[src/dof_pkg.sv]
package dof_pkg;

  localparam int DefMaxAreaBytes = 512;

  localparam logic [7:0] CodePad      = 8'd0;
  localparam logic [7:0] CodeEnd      = 8'd255;
  localparam logic [7:0] CodeOverload = 8'd52;
  localparam logic [7:0] WantedReset  = 8'd53;

  localparam logic [1:0] RegionOptions = 2'd0;
  localparam logic [1:0] RegionFile    = 2'd1;
  localparam logic [1:0] RegionSname   = 2'd2;

  typedef enum logic [1:0] {
    PH_CODE  = 2'd0,
    PH_LEN   = 2'd1,
    PH_SKIP  = 2'd2,
    PH_MATCH = 2'd3
  } phase_e;

  typedef enum logic [1:0] {
    ST_FOUND     = 2'd0,
    ST_NOTFOUND  = 2'd1,
    ST_MALFORMED = 2'd2
  } status_e;

  typedef struct packed {
    logic [7:0] opt_byte;
    logic [1:0] region;
    logic       region_last;
    logic       packet_last;
  } item_t;

  typedef struct packed {
    phase_e     phase;
    logic [7:0] skip_left;
    logic [7:0] rec_code;
    logic       ovl_pending;
    logic [1:0] overload_bits;
    logic       search_done;
    status_e    held_status;
    logic [1:0] held_region;
    logic [8:0] held_offset;
    logic [7:0] held_length;
  } state_t;

  typedef struct packed {
    logic [1:0] status;
    logic [1:0] found_region;
    logic [8:0] data_offset;
    logic [7:0] data_length;
  } result_t;

  localparam state_t StateReset = '{
    phase:         PH_CODE,
    skip_left:     8'd0,
    rec_code:      8'd0,
    ovl_pending:   1'b0,
    overload_bits: 2'd0,
    search_done:   1'b0,
    held_status:   ST_NOTFOUND,
    held_region:   RegionOptions,
    held_offset:   9'd0,
    held_length:   8'd0
  };

  function automatic state_t finish(state_t s, status_e st);
    state_t r;
    r = s;
    r.search_done = 1'b1;
    r.held_status = st;
    if (st != ST_FOUND) begin
      r.held_region = RegionOptions;
      r.held_offset = 9'd0;
      r.held_length = 8'd0;
    end
    return r;
  endfunction

endpackage

[src/dof_cfg_regs.sv]
module dof_cfg_regs
  import dof_pkg::*;
(
  input  logic        clk_i,
  input  logic        rst_ni,
  input  logic        psel,
  input  logic        penable,
  input  logic        pwrite,
  input  logic [2:0]  paddr,
  input  logic [31:0] pwdata,
  output logic [31:0] prdata,
  output logic        pready,
  output logic [7:0]  wanted_code_o
);

  logic [7:0] wanted_code_q;
  logic [7:0] wanted_code_d;
  logic       wr_en;

  assign pready = 1'b1;
  assign wr_en  = psel && penable && pwrite && pready && (paddr[2] == 1'b0);

  always_comb begin
    wanted_code_d = wanted_code_q;
    if (wr_en) begin
      wanted_code_d = pwdata[7:0];
    end
  end

  always_ff @(posedge clk_i or negedge rst_ni) begin
    if (!rst_ni) begin
      wanted_code_q <= WantedReset;
    end else begin
      wanted_code_q <= wanted_code_d;
    end
  end

  always_comb begin
    prdata = 32'd0;
    if (paddr[2] == 1'b0) begin
      prdata = {24'd0, wanted_code_q};
    end
  end

  assign wanted_code_o = wanted_code_q;

endmodule

[src/dof_parser.sv]
module dof_parser
  import dof_pkg::*;
#(
  parameter int MAX_AREA_BYTES = DefMaxAreaBytes
) (
  input  logic       clk_i,
  input  logic       rst_ni,
  input  logic       fire_i,
  input  item_t      item_i,
  input  logic [7:0] wanted_code_i,
  output logic       res_valid_o,
  output result_t    res_o
);

  localparam int OffW = $clog2(MAX_AREA_BYTES + 1);
  localparam logic [OffW-1:0] OffLast = OffW'(MAX_AREA_BYTES - 1);

  state_t          st_q;
  state_t          st_d;
  logic [OffW-1:0] offset_q;
  logic [OffW-1:0] offset_d;
  logic [OffW-1:0] off_inc;
  logic [OffW+8:0] off_ext;
  logic            last;
  logic            match;
  logic [7:0]      b;
  logic [7:0]      skip_dec;

  assign b        = item_i.opt_byte;
  assign off_inc  = offset_q + OffW'(1);
  assign off_ext  = {9'd0, off_inc};
  assign last     = item_i.region_last || (offset_q >= OffLast);
  assign match    = (st_q.rec_code == wanted_code_i);
  assign skip_dec = (st_q.skip_left != 8'd0) ? st_q.skip_left - 8'd1 : 8'd0;

  always_comb begin
    st_d        = st_q;
    offset_d    = offset_q;
    res_valid_o = 1'b0;
    res_o       = '0;
    if (fire_i) begin
      if (!st_q.search_done && item_i.region == st_q.held_region) begin
        offset_d = off_inc;
        case (st_q.phase)
          PH_CODE: begin
            if (b == CodeEnd) begin
              st_d.phase = PH_CODE;
              offset_d   = '0;
              if (st_q.held_region == RegionOptions && st_q.overload_bits[0]) begin
                st_d.held_region = RegionFile;
              end else if (st_q.held_region != RegionSname && st_q.overload_bits[1]) begin
                st_d.held_region = RegionSname;
              end else begin
                st_d = finish(st_d, ST_NOTFOUND);
              end
            end else begin
              if (b != CodePad) begin
                st_d.rec_code = b;
                st_d.phase    = PH_LEN;
              end
              if (last) begin
                st_d = finish(st_d, ST_MALFORMED);
              end
            end
          end
          PH_LEN: begin
            if (match) begin
              st_d.held_offset = off_ext[8:0];
              st_d.held_length = b;
            end
            if (b == 8'd0) begin
              if (match) begin
                st_d = finish(st_d, ST_FOUND);
              end else if (last) begin
                st_d = finish(st_d, ST_MALFORMED);
              end else begin
                st_d.phase = PH_CODE;
              end
            end else begin
              st_d.skip_left   = b;
              st_d.ovl_pending = !match && (st_q.rec_code == CodeOverload);
              st_d.phase       = match ? PH_MATCH : PH_SKIP;
              if (last) begin
                st_d = finish(st_d, ST_MALFORMED);
              end
            end
          end
          default: begin
            if (st_q.ovl_pending) begin
              st_d.overload_bits = st_q.overload_bits | b[1:0];
              st_d.ovl_pending   = 1'b0;
            end
            st_d.skip_left = skip_dec;
            if (skip_dec == 8'd0) begin
              if (st_q.phase == PH_MATCH) begin
                st_d = finish(st_d, ST_FOUND);
              end else if (last) begin
                st_d = finish(st_d, ST_MALFORMED);
              end else begin
                st_d.phase = PH_CODE;
              end
            end else if (last) begin
              st_d = finish(st_d, ST_MALFORMED);
            end
          end
        endcase
      end
      if (item_i.packet_last) begin
        if (!st_d.search_done) begin
          st_d = finish(st_d, ST_MALFORMED);
        end
        res_valid_o        = 1'b1;
        res_o.status       = st_d.held_status;
        res_o.found_region = st_d.held_region;
        res_o.data_offset  = st_d.held_offset;
        res_o.data_length  = st_d.held_length;
        st_d               = StateReset;
        offset_d           = '0;
      end
    end
  end

  always_ff @(posedge clk_i or negedge rst_ni) begin
    if (!rst_ni) begin
      st_q     <= StateReset;
      offset_q <= '0;
    end else begin
      st_q     <= st_d;
      offset_q <= offset_d;
    end
  end

endmodule

[src/dof_out_reg.sv]
module dof_out_reg
  import dof_pkg::*;
(
  input  logic    clk_i,
  input  logic    rst_ni,
  input  logic    res_valid_i,
  input  result_t res_i,
  output logic    free_o,
  output logic    valid_o,
  input  logic    ready_i,
  output result_t res_o
);

  logic    valid_q;
  logic    valid_d;
  result_t res_q;
  result_t res_d;

  assign free_o = !valid_q || ready_i;

  always_comb begin
    valid_d = valid_q;
    res_d   = res_q;
    if (res_valid_i) begin
      valid_d = 1'b1;
      res_d   = res_i;
    end else if (ready_i) begin
      valid_d = 1'b0;
    end
  end

  always_ff @(posedge clk_i or negedge rst_ni) begin
    if (!rst_ni) begin
      valid_q <= 1'b0;
    end else begin
      valid_q <= valid_d;
    end
  end

  always_ff @(posedge clk_i) begin
    res_q <= res_d;
  end

  assign valid_o = valid_q;
  assign res_o   = res_q;

endmodule

[src/dhcp_option_find.sv]
// DHCP option search. Bytes of the option areas stream in one per transfer,
// in search order (options, then file, then sname), with the area number and
// an end-of-area flag in tuser and the end of the message on tlast. The block
// takes one byte every cycle: a byte passes an input register, then a single
// parser update, and the result for a message is held in the output register
// until taken. Input stalls only while a message-final byte waits on a full
// output register. The result carries status (found, not found, malformed),
// the area of the match, the offset of its first data byte within that area
// and its length byte. The code searched for is the register at address 0
// (reset value 53).
module dhcp_option_find
  import dof_pkg::*;
#(
  parameter int MAX_AREA_BYTES = DefMaxAreaBytes
) (
  input  logic        clk_i,
  input  logic        rst_ni,
  input  logic        psel,
  input  logic        penable,
  input  logic        pwrite,
  input  logic [2:0]  paddr,
  input  logic [31:0] pwdata,
  output logic [31:0] prdata,
  output logic        pready,
  input  logic        s_axis_tvalid,
  output logic        s_axis_tready,
  // [7:0] opt_byte
  input  logic [7:0]  s_axis_tdata,
  // [1:0] region, [2] region_last
  input  logic [2:0]  s_axis_tuser,
  input  logic        s_axis_tlast,
  output logic        m_axis_tvalid,
  input  logic        m_axis_tready,
  // [1:0] status, [3:2] found_region, [12:4] data_offset, [20:13] data_length
  output logic [23:0] m_axis_tdata
);

  logic       s1_valid_q;
  logic       s1_valid_d;
  item_t      s1_item_q;
  item_t      s1_item_d;
  logic       s1_fire;
  logic       in_fire;
  logic       out_free;
  logic       res_valid;
  result_t    res;
  result_t    out_res;
  logic [7:0] wanted_code;

  dof_cfg_regs u_cfg (
    .clk_i         (clk_i),
    .rst_ni        (rst_ni),
    .psel          (psel),
    .penable       (penable),
    .pwrite        (pwrite),
    .paddr         (paddr),
    .pwdata        (pwdata),
    .prdata        (prdata),
    .pready        (pready),
    .wanted_code_o (wanted_code)
  );

  assign s1_fire       = s1_valid_q && (!s1_item_q.packet_last || out_free);
  assign s_axis_tready = !s1_valid_q || s1_fire;
  assign in_fire       = s_axis_tvalid && s_axis_tready;

  always_comb begin
    s1_valid_d = s1_valid_q;
    s1_item_d  = s1_item_q;
    if (in_fire) begin
      s1_valid_d            = 1'b1;
      s1_item_d.opt_byte    = s_axis_tdata;
      s1_item_d.region      = s_axis_tuser[1:0];
      s1_item_d.region_last = s_axis_tuser[2];
      s1_item_d.packet_last = s_axis_tlast;
    end else if (s1_fire) begin
      s1_valid_d = 1'b0;
    end
  end

  always_ff @(posedge clk_i or negedge rst_ni) begin
    if (!rst_ni) begin
      s1_valid_q <= 1'b0;
    end else begin
      s1_valid_q <= s1_valid_d;
    end
  end

  always_ff @(posedge clk_i) begin
    s1_item_q <= s1_item_d;
  end

  dof_parser #(
    .MAX_AREA_BYTES (MAX_AREA_BYTES)
  ) u_parser (
    .clk_i         (clk_i),
    .rst_ni        (rst_ni),
    .fire_i        (s1_fire),
    .item_i        (s1_item_q),
    .wanted_code_i (wanted_code),
    .res_valid_o   (res_valid),
    .res_o         (res)
  );

  dof_out_reg u_out (
    .clk_i       (clk_i),
    .rst_ni      (rst_ni),
    .res_valid_i (res_valid),
    .res_i       (res),
    .free_o      (out_free),
    .valid_o     (m_axis_tvalid),
    .ready_i     (m_axis_tready),
    .res_o       (out_res)
  );

  assign m_axis_tdata = {3'd0, out_res.data_length, out_res.data_offset,
                         out_res.found_region, out_res.status};

endmodule

[config.mk]
export PLATFORM = sky130hd
export DESIGN_NAME = dhcp_option_find
export DESIGN_NICKNAME = d
export VERILOG_FILES = /design/src/dof_pkg.sv /design/src/dof_cfg_regs.sv /design/src/dof_parser.sv /design/src/dof_out_reg.sv /design/src/dhcp_option_find.sv
export SDC_FILE = /design/constraint.sdc
export NUM_CORES = 1
export LEC_CHECK = 0
export ABC_AREA = 1
export BUFFER_PORTS_ARGS = -buffer_cell sky130_fd_sc_hd__buf_2
export CAP_MARGIN = 20
export CELL_PAD_IN_SITES_DETAIL_PLACEMENT = 0
export CELL_PAD_IN_SITES_GLOBAL_PLACEMENT = 2
export CORE_MARGIN = 4
export CORE_UTILIZATION = 30
export DETAILED_ROUTE_END_ITERATION = 8
export HOLD_SLACK_MARGIN = 0.06
export PLACE_DENSITY_LB_ADDON = 0.1
export SETUP_SLACK_MARGIN = 0.3
export SYNTH_ARGS = -nofsm -noshare
export SYNTH_HDL_FRONTEND = slang
export SYNTH_SLANG_ARGS = --single-unit
export TNS_END_PERCENT = 30
[constraint.sdc]
create_clock -name clk_i -period 6.1 [get_ports clk_i]
set_clock_uncertainty 0.1 [all_clocks]
set_input_delay 0.61 -clock clk_i [delete_from_list [all_inputs] [get_ports clk_i]]
set_output_delay 0.61 -clock clk_i [all_outputs]
set_load 0.02 [all_outputs]
---- Word-level counts from Yosys, hierarchy flattened ----
Index checks and enable logic that the tools add are counted.
operators by class
  div/mod/pow operators ................... 0
  $lt $le $gt $ge ......................... 1
  mux-type cells .......................... 39
  shift-type cells ........................ 0
  reduce and logical (&&, ||, !) cells .... 30
  $add $sub $neg .......................... 2
  bitwise gates (word level) .............. 2
  equality and inequality tests ........... 7
  multipliers ............................. 0
operators with widths
  kind                     number
  $mux W43                 8
  $mux W22                 5
  $pmux W43 S2             1
  $mux W17                 3
  $mux W10                 4
  $mux W8                  3
  $mux W21                 1
  $logic_not A8 Y1         2
  $reduce_bool A8 Y1       2
  $add A10 B1 Y10 const B  1
  $ge A10 B9 Y1 const B    1
  $mux W2                  5
  $logic_and A1 B1 Y1      9
  $eq A8 B6 Y1 const B     1
  $eq A8 B8 Y1             1
  $eq A8 B8 Y1 const B     1
  $sub A8 B1 Y8 const B    1
  $mux W1                  7
  $mux W3                  2
  $reduce_bool A2 Y1       3
  $logic_not A1 Y1         5
  $logic_not A2 Y1         2
  $logic_or A1 B1 Y1       4
  $reduce_and A2 Y1        2
  other kinds (7)          7
storage, ports and cells
  logic and storage cells ................. 104
  memories kept ........................... 0
  bits in writable memories ............... 0
  output and inout port bits .............. 59
  bits in latches ......................... 0
  input bits .............................. 54
  ROM bits ................................ 0
  flip-flop bits (word level) ............. 96

---- Logic depth before layout (Yosys ltp) ----
  word-level depth ........................ 9
  depth in mapped cells ................... 17
  depth with buffers taken out ............ 16

---- Modules after synthesis ----
From an unflattened synthesis, not the netlist that was laid out.
second synthesis, totals
  cell total of the unflattened synthesis .. 845
  area total of the unflattened synthesis .. 6050.8 um2
by module, submodules not included
  module            area each (um2)  cells an instance  sequential area each (um2)  instances
  dof_parser        4312.9           714                1327.5                      1
  dof_out_reg       675.6            26                 655.6                       1
  dof_cfg_regs      614.3            81                 205.2                       1
  dhcp_option_find  447.9            24                 385.4                       1

---- Worst setup path before layout ----
Ideal clock, no wire load.
  path type ............................... input -> register
  start point ............................. input m_axis_tready
  end point ............................... register u_out.res_q (netlist bit u_out.res_o[19]), data pin
  path slack .............................. 3.900 ns
  stages on the path ...................... 9
  setup time .............................. 0.262 ns
  required time ........................... 5.738 ns
  buffers on the path ..................... 1
  data arrival time ....................... 1.837 ns
  cell sequence ........................... inv_1 > nand3_1 > nand2_1 > inv_2 > nand2_1 > inv_1 > nand2_4 > buf_12 > nor2_4
on the way
  word-level cells in the longest chain between the ends .. 4
ends and longest elaborated chain
  item                         RTL line                RTL
  start: declaration           dhcp_option_find.sv:33  input logic m_axis_tready,
  $logic_or A1 B1 Y1           dof_out_reg.sv:19       assign free_o = !valid_q || ready_i;
  $logic_or A1 B1 Y1           dhcp_option_find.sv:63  assign s1_fire = s1_valid_q && (!s1_item_q.packet_last || out_free);
  $logic_and A1 B1 Y1          dhcp_option_find.sv:63
  $reduce_and A3 Y1 (no line)  --
  end signal: assignment       dof_out_reg.sv:41       res_q <= res_d;
  end: declaration             dof_out_reg.sv:16       result_t res_q;
Every way passes these cells.
A chain may end at the register's enable or synchronous reset.

---- Worst setup path after layout ----
  start point ............................. register s1_item_q[0] (netlist name)
  end point ............................... register u_out.res_q (netlist bit u_out.res_o[15]), data pin
on the way
  word-level cells in the longest chain between the ends .. 4
ends and longest elaborated chain
  item                             RTL line                RTL
  start: declaration               dhcp_option_find.sv:40  item_t s1_item_q;
  start signal: assignment         dhcp_option_find.sv:90  s1_item_q <= s1_item_d;
  $logic_not A1 Y1                 dhcp_option_find.sv:63
  $logic_or A1 B1 Y1               dhcp_option_find.sv:63
  $logic_and A1 B1 Y1              dhcp_option_find.sv:63
  $reduce_and A3 Y1 (no line) (*)  --
Every way passes the cells marked *; elsewhere a longest branch is shown, timed or not.

==> reports/metrics.cfg <==
[setup_path]
critPathRequiredTime_ns=6.20
slowest_delay_ns=0.80
worst_ep_arrival_time_ns=3.77
regToRegStartpoint=s1_item_q[0]$_DFFE_PP_
worst-setup-path-type=reg2reg
ff2ff_path_depth=7
cp_max_fo=22
cp_slowest_cell=inv_1
reg2reg_slack_ns=2.43
crit_top_cell=nand2_1
path_cells=nand3_1 -> nand2_1 -> inv_2 -> nand2_1 -> inv_1 -> nand2_4 -> nor2_4
r2r_end=u_out.res_o[15]$_SDFFCE_PN0P_
end_kind=flip-flop
start_kind=flip-flop

[sta]
rsz0062_at_grt=no
final-setup-viol-count=0
setup_tns_ns=0
fin_crit_sh_pct=60.2
whs_ns=0.329
finalHoldViolCount=0
worst_pin_slew_ns=1.03
clock.fmax_mhz=272
slew_headroom_pct=31.1
period_needed_ns=3.67
maxSlewViolCount=0

[drt]
drc=0
via_per_inst=4.61
drt_first_iter_violations=384
wl_per_cell_microns=15.2
ant_nets=0
wl_mm=17.5
num_vias=5325
dr.pass1.iters=4

[floorplan]
die_w_microns=153
core_area_sq_um=20400
rows=52
dieArea_sq_um=23300
pin_count=113
fp.dieH_microns=153
start_util_pct=30.8

[global_route]
antenna_found_initial=0
grt_pass1_vias=5177
grt_overflow=0
grt_pass1_wl_mm=28.9
grt_start_max_net_pins=64
track_usage_pct=15.5

[placed_design]
gp_congestion=0.782
dp.cells=1138
place_area_sq_um=6650
dp_hpwl_mm=12.1
place.port_buffers=58

[synth]
synth_ff_type=dfrtp_1
seq_area_frac_synth_pct=41.1
synthTopCellsByArea=dfrtp_1, edfxtp_1, nand2_1
synth_edf_count=33
post_synth_num_cell_types=43
postSynthCellCount=836
ys_ff_latch=96
async_flop_share_pct=65.6
syn_area_sq_um=6260
syn_area_per_cell_sq_um=7.49
yosys.area.top_type_share_pct=23.2
yosysWarnings=0
synth_top_cell_by_area=dfrtp_1

[cells_and_area]
layoutNonFillerInstCount=1154
diodes=0
drive_above_1_share_pct=19.8
mostFrequentLayoutCell=nand2_1
mostFrequentLayoutCells=nand2_1, inv_1, nand3_1, buf_2, dfrtp_1
synthToLayoutAreaGrowth_pct=11.1
final_area_sq_um=6960
nets=936

[clocking]
path_clk_slew_ns=0.07
cts-resized-gates=0
clk_latency_ns=0.35
postCtsSetupBuffers=0
clock-root-buffer=clkbuf_16
clock_path_buffers=2
holdBufCountCts=0
htreeDepth=3
cts_tree=built
cts_num_sinks=96
cts_buffers=9

[worst_hold_path]
hold-path-cell-count=1
min_to=s1_item_q[7]$_DFFE_PP_
hold_path_class=in2reg
min-delay-start=s_axis_tdata[3]

[pwr]
finalPower_w=0.00182
leakage_nw=3.06
irDropWorstVdd_mv=0.141
power_density_nw_per_um2=261

[job]
maxCapViolCount=0

[run_status]
status=complete, no violations

flip-flops by register name, indices dropped and copies added (netlist names):
| register | cells |
|---|---|
| u_out.valid_o | 1 |
| u_out.res_o | 21 |
| u_parser.offset_q | 10 |
| s1_valid_q | 1 |
| u_parser.st_q | 43 |
| u_cfg.wanted_code_o | 8 |
| s1_item_q | 12 |
final cells by class:
type	instances	area, sq um
clock buffers	13	282
clock inverters	3	22.5
fillers	2163	13400
inverters	108	405
multi-input cells	602	3000
flip-flops and latches	96	2570
well taps	270	338
repair buffers	62	340
worst max-delay path: cells and delay by family (launching register included):
family	cells	cell delay, ns
and+or+nand+nor	5	1.73
DFF	1	0.49
buffers and inverters	2	1.15
through the flow:
stage | setup slack (ns) | utilization (%)
finish | 2.43 | 34.2
global route | 2.07 | 34.2
CTS | 2.18 | 34.2
detailed placement | 2.12 | 32.7
global placement | 2.25 | 32.5
floorplan | 3.90 | -
worst max-delay path by stage:
stage,startpoint,endpoint,slack (ns),depth (start not counted)
2_1_floorplan,m_axis_tready,u_out.res_o[19]$_SDFFCE_PN0P_,3.90,9
3_3_place_gp,m_axis_tready,u_out.res_o[12]$_SDFFCE_PN0P_,2.25,9
3_5_place_dp,m_axis_tready,u_out.res_o[15]$_SDFFCE_PN0P_,2.12,9
4_1_cts,s1_item_q[0]$_DFFE_PP_,u_out.res_o[15]$_SDFFCE_PN0P_,2.18,7
5_1_grt,s1_item_q[0]$_DFFE_PP_,u_out.res_o[15]$_SDFFCE_PN0P_,2.07,7
6_report,s1_item_q[0]$_DFFE_PP_,u_out.res_o[15]$_SDFFCE_PN0P_,2.43,7
metal layers:
layer  wire (microns)  up-vias  GRT usage, %  part of all wire [%]
met4              284        0          4.71                   1.6
li1                 -     2694             -                     -
met3              598       17          2.24                   3.4
met2             8110      100          24.9                    46
met5                0        -             0                     0
met1             8500     2514          21.7                    49
cells in the mapped netlist (11+ instances only):
cell,count
nand2_2,20
nand4_1,16
edfxtp_1,33
o21ai_1,11
clkbuf_1,14
o21ai_0,18
buf_4,32
nor2_1,57
nand2_1,264
a21oi_1,37
inv_2,26
nand3_1,65
dfrtp_1,58
nor2_4,26
inv_1,81
o22ai_1,12
where the power goes:
part | switching, W | internal, W
combinational | 0.000318 | 0.000130
sequential | 0.0000513 | 0.000727
clock | 0.000264 | 0.000325
total | 0.000634 | 0.00118
cell families (layout without fill, tap and decap cells):
group / Yosys count / after routing / synth area share [%]
other: 2 / 28 / 0.120
and+or+nand+nor: 469 / 469 / 35.7
xor gates and xnor gates: 9 / 9 / 1.26
buffers and inverters: 164 / 186 / 12.6
DFF: 96 / 96 / 41.1
adders and majority gates: 3 / 3 / 0.599
AOI/OAI and AO/OA: 93 / 93 / 8.65
Power figures use the tool's default switching activity.
